==> config.mk <==
export PLATFORM = sky130hd
export DESIGN_NAME = repeating_task_timer_table_top_flat
export DESIGN_NICKNAME = d
export VERILOG_FILES = /design/src/rtl/rttt_pkg.sv /design/src/rtl/rttt_if.sv /design/src/rtl/rttt_ctrl.sv /design/src/rtl/rttt_dp.sv /design/src/rtl/repeating_task_timer_table_top.sv /design/src/flat_wrapper.sv
export SDC_FILE = /design/constraint.sdc
export NUM_CORES = 1
export LEC_CHECK = 0
export BUFFER_PORTS_ARGS = -buffer_cell sky130_fd_sc_hd__buf_2
export CORE_MARGIN = 10
export CORE_UTILIZATION = 46
export DETAILED_ROUTE_END_ITERATION = 16
export PLACE_DENSITY = 0.61
export SYNTH_ARGS = -nofsm -noshare
export SYNTH_HDL_FRONTEND = slang
export SYNTH_SLANG_ARGS = --single-unit
export TNS_END_PERCENT = 50
==> constraint.sdc <==
create_clock -name i_clk -period 17.6 [get_ports i_clk]
set_input_delay 3.52 -clock i_clk [delete_from_list [all_inputs] [get_ports i_clk]]
set_output_delay 3.52 -clock i_clk [all_outputs]
set_load 0.03 [all_outputs]
==> src/rtl/rttt_pkg.sv <==
// Shared types, constants and command/status structs for the repeating task timer table.
`timescale 1ns / 1ps
`default_nettype none

package rttt_pkg;

    localparam int SLOTS_DEF = 8;

    // At most this many slots fire on one tick; the rest wait for a later tick.
    localparam int MAX_FIRE = 8;
    localparam int FIRE_IW  = $clog2(MAX_FIRE);
    localparam int FIRE_CW  = FIRE_IW + 1;

    localparam logic [7:0]  REPEAT_FOREVER = 8'd10;
    localparam logic [15:0] ELAPSED_MAX    = 16'hFFFF;

    typedef enum logic [1:0] {
        KIND_TICK   = 2'd0,
        KIND_START  = 2'd1,
        KIND_CANCEL = 2'd2
    } t_kind;

    typedef enum logic [1:0] {
        RPL_FIRE   = 2'd0,
        RPL_START  = 2'd1,
        RPL_CANCEL = 2'd2
    } t_reply;

    typedef enum logic [1:0] {
        ST_IDLE,
        ST_WALK,
        ST_REPLY,
        ST_DRAIN
    } t_state;

    typedef struct packed {
        logic [15:0] func;
        logic [31:0] arg;
        logic [15:0] interval;
        logic [7:0]  rep_cnt;
        logic [7:0]  fire_cnt;
        logic [15:0] elapsed;
    } t_slot;

    typedef struct packed {
        logic [2:0]  slot;
        logic [15:0] func;
        logic [31:0] arg;
    } t_fire;

    typedef struct packed {
        logic accept;
        logic walk_init;
        logic walk_step;
        logic reply_load;
        logic drain_load;
    } t_cmd;

    typedef struct packed {
        logic walk_done;
        logic fire_any;
        logic is_start;
        logic drain_last;
        logic out_free;
    } t_stat;

endpackage

`default_nettype wire

==> src/rtl/rttt_if.sv <==
// Valid/ready channel interfaces for timer table requests and results.
`timescale 1ns / 1ps
`default_nettype none

interface rttt_in_if;
    logic        valid;
    logic        ready;
    logic [1:0]  kind;
    logic [15:0] func_id;
    logic [31:0] task_arg;
    logic [15:0] interval;
    logic [7:0]  repeat_count;
    logic [3:0]  slot_id;

    modport source (
        output valid, kind, func_id, task_arg, interval, repeat_count, slot_id,
        input  ready
    );
    modport sink (
        input  valid, kind, func_id, task_arg, interval, repeat_count, slot_id,
        output ready
    );
endinterface

interface rttt_out_if;
    logic        valid;
    logic        ready;
    logic [1:0]  reply_kind;
    logic [2:0]  slot;
    logic [15:0] fired_func;
    logic [31:0] fired_arg;
    logic        status;
    logic        last;

    modport source (
        output valid, reply_kind, slot, fired_func, fired_arg, status, last,
        input  ready
    );
    modport sink (
        input  valid, reply_kind, slot, fired_func, fired_arg, status, last,
        output ready
    );
endinterface

`default_nettype wire

==> src/rtl/rttt_ctrl.sv <==
// Controller state machine that sequences request intake, the slot walk and result delivery.
`timescale 1ns / 1ps
`default_nettype none

module rttt_ctrl import rttt_pkg::*; (
    input  logic       i_clk,
    input  logic       i_rst_n,
    input  logic       i_in_valid,
    input  logic [1:0] i_in_kind,
    input  t_stat      i_stat,
    output logic       o_in_ready,
    output t_cmd       o_cmd
);

    t_state r_state;
    t_state n_state;

    always_ff @(posedge i_clk) begin
        if (!i_rst_n) begin
            r_state <= ST_IDLE;
        end else begin
            r_state <= n_state;
        end
    end

    always_comb begin
        n_state    = r_state;
        o_cmd      = '0;
        o_in_ready = 1'b0;
        case (r_state)
            ST_IDLE: begin
                o_in_ready = 1'b1;
                if (i_in_valid) begin
                    o_cmd.accept = 1'b1;
                    case (i_in_kind)
                        KIND_TICK, KIND_START: begin
                            o_cmd.walk_init = 1'b1;
                            n_state         = ST_WALK;
                        end
                        KIND_CANCEL: begin
                            n_state = ST_REPLY;
                        end
                        default: begin
                            // An unused kind is dropped without a result.
                            n_state = ST_IDLE;
                        end
                    endcase
                end
            end
            ST_WALK: begin
                o_cmd.walk_step = 1'b1;
                if (i_stat.walk_done) begin
                    if (i_stat.is_start) begin
                        n_state = ST_REPLY;
                    end else if (i_stat.fire_any) begin
                        n_state = ST_DRAIN;
                    end else begin
                        n_state = ST_IDLE;
                    end
                end
            end
            ST_REPLY: begin
                if (i_stat.out_free) begin
                    o_cmd.reply_load = 1'b1;
                    n_state          = ST_IDLE;
                end
            end
            ST_DRAIN: begin
                if (i_stat.out_free) begin
                    o_cmd.drain_load = 1'b1;
                    if (i_stat.drain_last) begin
                        n_state = ST_IDLE;
                    end
                end
            end
            default: begin
                n_state = ST_IDLE;
            end
        endcase
    end

endmodule

`default_nettype wire

==> src/rtl/rttt_dp.sv <==
// Datapath: slot memory, valid bits, slot walk evaluation, fire buffer and output register.
`timescale 1ns / 1ps
`default_nettype none

module rttt_dp import rttt_pkg::*; #(
    parameter int SLOTS = SLOTS_DEF
) (
    input  logic        i_clk,
    input  logic        i_rst_n,
    input  t_cmd        i_cmd,
    input  logic [1:0]  i_kind,
    input  logic [15:0] i_func_id,
    input  logic [31:0] i_task_arg,
    input  logic [15:0] i_interval,
    input  logic [7:0]  i_repeat_count,
    input  logic [3:0]  i_slot_id,
    input  logic        i_out_ready,
    output t_stat       o_stat,
    output logic        o_out_valid,
    output logic [1:0]  o_reply_kind,
    output logic [2:0]  o_slot,
    output logic [15:0] o_fired_func,
    output logic [31:0] o_fired_arg,
    output logic        o_status,
    output logic        o_last
);

    localparam int IDXW = (SLOTS > 1) ? $clog2(SLOTS) : 1;
    localparam int CNTW = IDXW + 1;
    localparam int IDCW = ((IDXW > 4) ? IDXW : 4) + 1;

    // Captured request.
    logic [1:0]  r_kind;
    logic [15:0] r_func;
    logic [31:0] r_arg;
    logic [15:0] r_interval;
    logic [7:0]  r_rep;
    logic [3:0]  r_slot_id;

    logic [SLOTS-1:0] r_valid;
    logic [SLOTS-1:0] n_valid;
    t_slot            r_mem [SLOTS];
    t_slot            r_rdata;

    logic [CNTW-1:0] r_iss;
    logic            r_ev_go;
    logic [IDXW-1:0] r_ev_idx;
    logic            r_found;
    logic [IDXW-1:0] r_found_idx;

    t_fire              r_fb [MAX_FIRE];
    logic [FIRE_CW-1:0] r_nfire;
    logic [FIRE_IW-1:0] r_dr;

    logic        r_out_valid;
    logic [1:0]  r_out_kind;
    logic [2:0]  r_out_slot;
    logic [15:0] r_out_func;
    logic [31:0] r_out_arg;
    logic        r_out_status;
    logic        r_out_last;

    logic            is_tick;
    logic            is_start;
    logic            ev_step;
    logic            ev_valid;
    logic [15:0]     el_inc;
    logic            due;
    logic            can_fire;
    logic            restart;
    logic            fire_push;
    logic            wr_en;
    t_slot           wr_data;
    logic [IDXW-1:0] rd_idx;
    logic [IDCW-1:0] id_ext;
    logic            id_ok;
    logic [IDXW-1:0] cancel_idx;
    logic            drain_last;
    logic            out_free;

    assign is_tick    = (r_kind == KIND_TICK);
    assign is_start   = (r_kind == KIND_START);
    assign ev_step    = i_cmd.walk_step && r_ev_go;
    assign ev_valid   = r_valid[r_ev_idx];
    assign el_inc     = (r_rdata.elapsed == ELAPSED_MAX) ? r_rdata.elapsed
                                                         : r_rdata.elapsed + 16'd1;
    assign due        = ev_valid && (el_inc >= r_rdata.interval);
    assign can_fire   = (r_nfire < FIRE_CW'(MAX_FIRE));
    // Forever repeat, or fewer firings so far than the count allows.
    assign restart    = (r_rdata.rep_cnt == REPEAT_FOREVER) ||
                        ((r_rdata.rep_cnt >= 8'd2) &&
                         (r_rdata.fire_cnt < (r_rdata.rep_cnt - 8'd1)));
    assign rd_idx     = (r_iss < CNTW'(SLOTS)) ? r_iss[IDXW-1:0] : '0;
    assign id_ext     = IDCW'(r_slot_id);
    assign id_ok      = (id_ext < IDCW'(SLOTS));
    assign cancel_idx = id_ext[IDXW-1:0];
    assign drain_last = ((FIRE_CW'(r_dr) + FIRE_CW'(1)) == r_nfire);
    assign out_free   = !r_out_valid || i_out_ready;

    always_comb begin
        n_valid   = r_valid;
        wr_en     = 1'b0;
        wr_data   = r_rdata;
        fire_push = 1'b0;
        if (ev_step) begin
            if (is_tick) begin
                if (ev_valid) begin
                    wr_en           = 1'b1;
                    wr_data.elapsed = el_inc;
                    if (due && can_fire) begin
                        fire_push = 1'b1;
                        if (restart) begin
                            wr_data.fire_cnt = r_rdata.fire_cnt + 8'd1;
                            wr_data.elapsed  = '0;
                        end else begin
                            n_valid[r_ev_idx] = 1'b0;
                        end
                    end
                end
            end else if (!r_found && !ev_valid) begin
                // First free slot; a zero tag reports it but leaves it free.
                if (r_func != '0) begin
                    wr_en             = 1'b1;
                    wr_data.func      = r_func;
                    wr_data.arg       = r_arg;
                    wr_data.interval  = r_interval;
                    wr_data.rep_cnt   = r_rep;
                    wr_data.fire_cnt  = '0;
                    wr_data.elapsed   = '0;
                    n_valid[r_ev_idx] = 1'b1;
                end
            end else if (r_found && (r_func != '0) && ev_valid &&
                         (r_rdata.func == r_func)) begin
                n_valid[r_ev_idx] = 1'b0;
            end
        end
        if (i_cmd.reply_load && (r_kind == KIND_CANCEL) && id_ok) begin
            n_valid[cancel_idx] = 1'b0;
        end
    end

    always_ff @(posedge i_clk) begin
        if (i_cmd.accept) begin
            r_kind     <= i_kind;
            r_func     <= i_func_id;
            r_arg      <= i_task_arg;
            r_interval <= i_interval;
            r_rep      <= i_repeat_count;
            r_slot_id  <= i_slot_id;
        end
    end

    // Slot memory: one write and one registered read per cycle.
    always_ff @(posedge i_clk) begin
        if (wr_en) begin
            r_mem[r_ev_idx] <= wr_data;
        end
        r_rdata <= r_mem[rd_idx];
    end

    always_ff @(posedge i_clk) begin
        if (!i_rst_n) begin
            r_valid <= '0;
            r_iss   <= '0;
            r_ev_go <= 1'b0;
            r_found <= 1'b0;
            r_nfire <= '0;
            r_dr    <= '0;
        end else begin
            r_valid <= n_valid;
            if (i_cmd.walk_init) begin
                r_iss   <= '0;
                r_ev_go <= 1'b0;
                r_found <= 1'b0;
                r_nfire <= '0;
                r_dr    <= '0;
            end else begin
                if (i_cmd.walk_step) begin
                    if (r_iss < CNTW'(SLOTS)) begin
                        r_ev_go <= 1'b1;
                        r_iss   <= r_iss + CNTW'(1);
                    end else begin
                        r_ev_go <= 1'b0;
                    end
                end
                if (ev_step && is_start && !r_found && !ev_valid) begin
                    r_found <= 1'b1;
                end
                if (fire_push) begin
                    r_nfire <= r_nfire + FIRE_CW'(1);
                end
                if (i_cmd.drain_load) begin
                    r_dr <= r_dr + FIRE_IW'(1);
                end
            end
        end
    end

    always_ff @(posedge i_clk) begin
        if (i_cmd.walk_step && (r_iss < CNTW'(SLOTS))) begin
            r_ev_idx <= r_iss[IDXW-1:0];
        end
        if (ev_step && is_start && !r_found && !ev_valid) begin
            r_found_idx <= r_ev_idx;
        end
        if (fire_push) begin
            r_fb[r_nfire[FIRE_IW-1:0]] <= '{slot: 3'(r_ev_idx),
                                            func: r_rdata.func,
                                            arg:  r_rdata.arg};
        end
    end

    always_ff @(posedge i_clk) begin
        if (!i_rst_n) begin
            r_out_valid <= 1'b0;
        end else if (i_cmd.reply_load || i_cmd.drain_load) begin
            r_out_valid <= 1'b1;
        end else if (i_out_ready) begin
            r_out_valid <= 1'b0;
        end
    end

    always_ff @(posedge i_clk) begin
        if (i_cmd.reply_load) begin
            r_out_func <= '0;
            r_out_arg  <= '0;
            r_out_last <= 1'b1;
            if (r_kind == KIND_CANCEL) begin
                r_out_kind   <= RPL_CANCEL;
                r_out_slot   <= r_slot_id[2:0];
                r_out_status <= !id_ok;
            end else begin
                r_out_kind   <= RPL_START;
                r_out_slot   <= r_found ? 3'(r_found_idx) : '0;
                r_out_status <= !r_found;
            end
        end else if (i_cmd.drain_load) begin
            r_out_kind   <= RPL_FIRE;
            r_out_slot   <= r_fb[r_dr].slot;
            r_out_func   <= r_fb[r_dr].func;
            r_out_arg    <= r_fb[r_dr].arg;
            r_out_status <= 1'b0;
            r_out_last   <= drain_last;
        end
    end

    assign o_stat.walk_done  = (r_iss == CNTW'(SLOTS)) && !r_ev_go;
    assign o_stat.fire_any   = (r_nfire != '0);
    assign o_stat.is_start   = is_start;
    assign o_stat.drain_last = drain_last;
    assign o_stat.out_free   = out_free;

    assign o_out_valid  = r_out_valid;
    assign o_reply_kind = r_out_kind;
    assign o_slot       = r_out_slot;
    assign o_fired_func = r_out_func;
    assign o_fired_arg  = r_out_arg;
    assign o_status     = r_out_status;
    assign o_last       = r_out_last;

endmodule

`default_nettype wire

==> src/rtl/repeating_task_timer_table_top.sv <==
// Top level of the repeating task timer table: controller, datapath and channel hookup.
// Usage: requests enter on i_in (valid/ready), one beat per request. A tick advances all
// slot timers by one millisecond, a start takes the lowest free slot, a cancel frees one.
// Results leave on o_out (valid/ready): one beat per start or cancel, and one beat per
// slot that fires on a tick (at most eight per tick, in slot order, none on a quiet tick).
// The last field marks the final beat caused by a request.
// Sequence: a cancel result is loaded into the output register from the reply state
// once the register has room. A tick or a start walks the slot memory one slot per
// cycle through its single read port; then a start reply is loaded from the reply
// state, or the fire results of a tick from the fire buffer in the drain state, each
// while the output register has room. One request is in work at a time: the next one
// is taken only back in idle. Ready returns at the end of a quiet tick's walk, or when
// the last beat is in the output register, which holds it while the next is taken in.
// Reset: i_rst_n is synchronous and active low; it clears all slot valid bits together,
// so the table is empty with no clearing pass, and no beat is pending.
// Stall: while o_out.ready is low the pending beat holds and the controller waits to load
// the next beat; no result is dropped or repeated.
`timescale 1ns / 1ps
`default_nettype none

module repeating_task_timer_table_top import rttt_pkg::*; #(
    parameter int SLOTS = SLOTS_DEF
) (
    input  logic      i_clk,
    input  logic      i_rst_n,
    rttt_in_if.sink   i_in,
    rttt_out_if.source o_out
);

    t_cmd  cmd;
    t_stat stat;

    rttt_ctrl u_ctrl (
        .i_clk      (i_clk),
        .i_rst_n    (i_rst_n),
        .i_in_valid (i_in.valid),
        .i_in_kind  (i_in.kind),
        .i_stat     (stat),
        .o_in_ready (i_in.ready),
        .o_cmd      (cmd)
    );

    rttt_dp #(
        .SLOTS (SLOTS)
    ) u_dp (
        .i_clk          (i_clk),
        .i_rst_n        (i_rst_n),
        .i_cmd          (cmd),
        .i_kind         (i_in.kind),
        .i_func_id      (i_in.func_id),
        .i_task_arg     (i_in.task_arg),
        .i_interval     (i_in.interval),
        .i_repeat_count (i_in.repeat_count),
        .i_slot_id      (i_in.slot_id),
        .i_out_ready    (o_out.ready),
        .o_stat         (stat),
        .o_out_valid    (o_out.valid),
        .o_reply_kind   (o_out.reply_kind),
        .o_slot         (o_out.slot),
        .o_fired_func   (o_out.fired_func),
        .o_fired_arg    (o_out.fired_arg),
        .o_status       (o_out.status),
        .o_last         (o_out.last)
    );

`ifndef SYNTHESIS
    // Start and cancel replies are always the only beat of their request.
    a_reply_last: assert property (@(posedge i_clk) disable iff (!i_rst_n)
        (o_out.valid && (o_out.reply_kind == RPL_START || o_out.reply_kind == RPL_CANCEL))
        |-> o_out.last)
        else $error("start or cancel reply without last");

    // Fire beats never carry an error status.
    a_fire_ok: assert property (@(posedge i_clk) disable iff (!i_rst_n)
        (o_out.valid && (o_out.reply_kind == RPL_FIRE)) |-> !o_out.status)
        else $error("fire beat with error status");

    // A request that does work blocks intake on the following cycle.
    a_busy_after_accept: assert property (@(posedge i_clk) disable iff (!i_rst_n)
        (i_in.valid && i_in.ready &&
         (i_in.kind == KIND_TICK || i_in.kind == KIND_START || i_in.kind == KIND_CANCEL))
        |=> !i_in.ready)
        else $error("request taken while another is in work");

    // Output loads happen only when the output register has room and never during intake.
    a_one_load: assert property (@(posedge i_clk) disable iff (!i_rst_n)
        (cmd.reply_load || cmd.drain_load) |-> (stat.out_free && !cmd.accept))
        else $error("output load without room or during intake");
`endif

endmodule

`default_nettype wire
==> src/flat_wrapper.sv <==
// flat-port wrapper written by rule: the top's interface ports become plain ports
module repeating_task_timer_table_top_flat import rttt_pkg::*;
#(
    parameter int SLOTS = SLOTS_DEF
)
  (i_clk, i_rst_n, i_in_valid, i_in_kind, i_in_func_id, i_in_task_arg, i_in_interval, i_in_repeat_count, i_in_slot_id, i_in_ready, o_out_valid, o_out_reply_kind, o_out_slot, o_out_fired_func, o_out_fired_arg, o_out_status, o_out_last, o_out_ready);
  rttt_in_if i_in_i ();
  rttt_out_if o_out_i ();
  input  logic i_clk;
  input  logic i_rst_n;
  input wire logic [$bits(i_in_i.valid)-1:0] i_in_valid;
  input wire logic [$bits(i_in_i.kind)-1:0] i_in_kind;
  input wire logic [$bits(i_in_i.func_id)-1:0] i_in_func_id;
  input wire logic [$bits(i_in_i.task_arg)-1:0] i_in_task_arg;
  input wire logic [$bits(i_in_i.interval)-1:0] i_in_interval;
  input wire logic [$bits(i_in_i.repeat_count)-1:0] i_in_repeat_count;
  input wire logic [$bits(i_in_i.slot_id)-1:0] i_in_slot_id;
  output wire logic [$bits(i_in_i.ready)-1:0] i_in_ready;
  output wire logic [$bits(o_out_i.valid)-1:0] o_out_valid;
  output wire logic [$bits(o_out_i.reply_kind)-1:0] o_out_reply_kind;
  output wire logic [$bits(o_out_i.slot)-1:0] o_out_slot;
  output wire logic [$bits(o_out_i.fired_func)-1:0] o_out_fired_func;
  output wire logic [$bits(o_out_i.fired_arg)-1:0] o_out_fired_arg;
  output wire logic [$bits(o_out_i.status)-1:0] o_out_status;
  output wire logic [$bits(o_out_i.last)-1:0] o_out_last;
  input wire logic [$bits(o_out_i.ready)-1:0] o_out_ready;
  assign i_in_i.valid = i_in_valid;
  assign i_in_i.kind = i_in_kind;
  assign i_in_i.func_id = i_in_func_id;
  assign i_in_i.task_arg = i_in_task_arg;
  assign i_in_i.interval = i_in_interval;
  assign i_in_i.repeat_count = i_in_repeat_count;
  assign i_in_i.slot_id = i_in_slot_id;
  assign i_in_ready = i_in_i.ready;
  assign o_out_valid = o_out_i.valid;
  assign o_out_reply_kind = o_out_i.reply_kind;
  assign o_out_slot = o_out_i.slot;
  assign o_out_fired_func = o_out_i.fired_func;
  assign o_out_fired_arg = o_out_i.fired_arg;
  assign o_out_status = o_out_i.status;
  assign o_out_last = o_out_i.last;
  assign o_out_i.ready = o_out_ready;
  repeating_task_timer_table_top #(.SLOTS(SLOTS)) u_core (.i_clk(i_clk), .i_rst_n(i_rst_n), .i_in(i_in_i), .o_out(o_out_i));
endmodule
==> impl_metrics.tcl <==
set metrics [dict create \
    status "finished, final reports clean" \
    r2r_cells 14 \
    grt_pass1_vias 28100 \
    rows 126 \
    clkTransAtPathRegs_ns 0.06 \
    wl_mm 119 \
    hold_class "reg2reg" \
    syn_nets 2884 \
    clockBufferDepth 3 \
    placed_cells 4358 \
    antenna_left 0 \
    drv_cap 0 \
    synth.cell_area_mm2 0.0544 \
    drive_above_1_share_pct 27.1 \
    power_mw 7.40 \
    portBuffers 138 \
    setup_viol 0 \
    ys_types 64 \
    powerDensity_mw_per_mm2 119 \
    cts_tree "built" \
    endpoint "u_core.u_dp.r_fb[7][19]" \
    async_flop_share_pct 0 \
    cts_buffers 149 \
    crit_path_start_kind "flop" \
    crit_required_ns 17.98 \
    area_growth_pct 13.9 \
    endpoint_kind "flop" \
    grt-ovfl-total 0 \
    routabilityCongestion 0.817 \
    start_util_pct 46.2 \
    crit_type "reg2reg" \
    core_mm2 0.118 \
    synth_cells 2770 \
    hpwlAfterDp_mm 66.3 \
    synth_flop_cell "edfxtp_1" \
    drt_first_iter_violations 2417 \
    post_cts_buffers 0 \
    die_x_um 364 \
    vias_per_cell 5.70 \
    cts_resized 0 \
    drc 0 \
    grt_max_degree 65 \
    htreeDepth 4 \
    r2r_start "u_core.u_dp.r_rdata[0]" \
    yosysSeqAreaShare_pct 76.2 \
    synth_edf_count 1266 \
    die_h_um 364 \
    clock_latency_ns 0.75 \
    dieArea_mm2 0.132 \
    vias 26400 \
    syn_avg_cell_area_um2 19.6 \
    nets 3087 \
    postPlaceCellArea_mm2 0.0570 \
    timing_hold_violations_final 0 \
    critPathLaunch "u_core.u_dp.r_rdata[0]" \
    ys_warn_count 0 \
    min_period_ns 5.63 \
    slew_headroom_pct 17.3 \
    final_cell_area_mm2 0.0620 \
    final_core_util_pct 52.6 \
    ios 139 \
    path_max_fanout 33 \
    grt_first_pass_wirelength_mm 179 \
    finalClockSkew_ns 0.0332 \
    hold_depth 2 \
    cp.arrival_ns 6.01 \
    clock.fmax_ghz 0.178 \
    tns_ns 0 \
    cts_sinks 1438 \
    final_cell_count_no_fill 4635 \
    rsz0062_at_grt "false" \
    report.final.slew_viol_count 0 \
    antenna_found_initial 2 \
    ys_ff_latch 1438 \
    worstHoldStart "u_core.u_dp.o_fired_arg[23]" \
    finalCritPeriodShare_pct 32.0 \
    grt_usage_pct 18.0 \
    worstMarginPinSlew_ns 1.24 \
    cts_root_buf "clkbuf_16" \
    vdd_drop_max_mv 0.0956 \
    r2r_setup_slack_ns 11.97 \
    wire_per_inst_um 25.8 \
    rr_endpoint "u_core.u_dp.r_fb[7][19]" \
    first_pass_iters 6 \
    hold_buffers 0 \
    leakage_nw 20.1 \
]
-- worst min path at each step --
stage                                        to  slack (ns)
detailed placement  u_core.u_dp.o_fired_func[4]        0.44
CTS                 u_core.u_dp.o_fired_func[4]        0.45
global placement    u_core.u_dp.o_fired_func[8]        0.43
floorplan               u_core.u_dp.r_ev_idx[2]        0.41
global route        u_core.u_dp.o_fired_arg[26]        0.48
finish              u_core.u_dp.o_fired_arg[23]        0.45
-- report_power, final --
part	internal (mW)	total, mW	switching, mW
sequential	3.82	3.90	0.0812
clock	1.88	3.14	1.26
combinational	0.133	0.366	0.234
-- state kept, by name, summed over array words and instances (netlist names), 4 cells and up, named ones only --
register and cells:
u_core.u_dp.r_rep 8, u_core.u_dp.r_mem 768, u_core.u_dp.r_fb 408, u_core.u_dp.r_interval 16, u_core.u_dp.r_func 16, u_core.u_dp.r_valid 8, u_core.u_dp.r_nfire 4, u_core.u_dp.r_rdata 96
u_core.u_dp.o_fired_arg 32, u_core.u_dp.o_fired_func 16, u_core.u_dp.r_slot_id 4, u_core.u_dp.r_arg 32, u_core.u_dp.r_iss 4
-- layout by cell type (no fill, tap or decap), types with 9 or more instances in the layout --
cell,count
buf_4,48
nor2_1,53
nand2b_1,9
xor2_1,28
a31oi_1,9
clkbuf_16,156
nor3_1,18
nand3_1,22
nor4_1,15
clkbuf_8,17
o21ai_0,77
dfxtp_1,167
nand4_1,11
a21oi_1,27
clkbuf_1,45
edfxtp_1,1266
clkinv_1,15
bufinv_16,12
clkinv_2,22
nand2_1,275
and3_1,9
buf_2,138
xnor2_1,19
mux2_2,98
mux4_2,295
mux2i_1,56
ha_1,32
inv_1,31
-- synthesized netlist by cell type (all sizes together), types with 2 or more instances --
master,number,area (um2)
a2111o,2,22.5
a211o,4,35.0
a211oi,10,100
a21oi,27,135
a31o,2,17.5
a31oi,9,56.3
a32o,6,60.1
a41oi,3,26.3
and2,2,12.5
and3,11,68.8
and4,2,17.5
buf,44,203
clkbuf,90,338
dfxtp,172,3440
edfxtp,1266,38000
ha,32,400
inv,32,120
mux2,98,1100
mux2i,56,561
mux4,295,6640
nand2,276,1040
nand2b,11,68.8
nand3,24,120
nand3b,4,30.0
nand4,11,68.8
nor2,62,233
nor2b,10,62.6
nor3,20,100
nor3b,5,37.5
nor4,16,100
o211ai,3,22.5
o21a,3,22.5
o21ai,77,385
o221a,2,22.5
o221ai,7,61.3
o311ai,2,17.5
o31ai,4,35.0
or2,5,31.3
or4,2,15.0
xnor2,19,166
xor2,28,245
-- worst max-delay path: stages, from the launching register on --
cell	delay, ns
dfxtp_1	0.40
ha_1	0.29
nand2_1	0.12
nor4_1	0.62
nand2_1	0.38
nand3_1	0.21
xnor2_1	0.11
ha_1	0.31
nand4_1	0.10
a211oi_1	0.25
a32oi_1	0.31
a211oi_4	0.57
nand2_1	0.30
nor2_4	0.66
buf_4	0.59
-- area by class of cell --
class | instances | area [um2]
Timing Repair Buffer | 186 | 1050
Inverter | 32 | 123
Clock buffer | 218 | 4310
Sequential cell | 1438 | 41500
Fill cell | 9162 | 55800
Tap cell | 1536 | 1920
Clock inverter | 58 | 649
Antenna cell | 1 | 2.50
Multi-Input combinational cell | 1166 | 12400
-- stage by stage --
stage / setup WS (ns) / hold slack, ns
after floorplan: 5.79 / 0.406
after global placement: 12.14 / 0.429
after detailed placement: 12.06 / 0.437
after CTS: 12.04 / 0.451
final: 11.97 / 0.446
after global routing: 11.68 / 0.477
-- kinds of logic after synthesis --
group	share of synthesized area, %
adders and majority gates	0.736
and+or+nand+nor	3.78
xor gates and xnor gates	0.757
muxes	15.3
buffers and inverters	1.21
AOI/OAI and AO/OA	2.05
DFF	76.2
-- per-layer routing --
layer | part of all wire, % | vias to the layer above | GRT usage, %
li1 | - | 11500 | -
met1 | 43 | 13900 | 24.6
met2 | 49 | 819 | 29.8
met3 | 5.9 | 181 | 3.14
met4 | 2.2 | 2 | 5.17
met5 | 0.014 | - | 0
(Power assumes the default switching activity.)
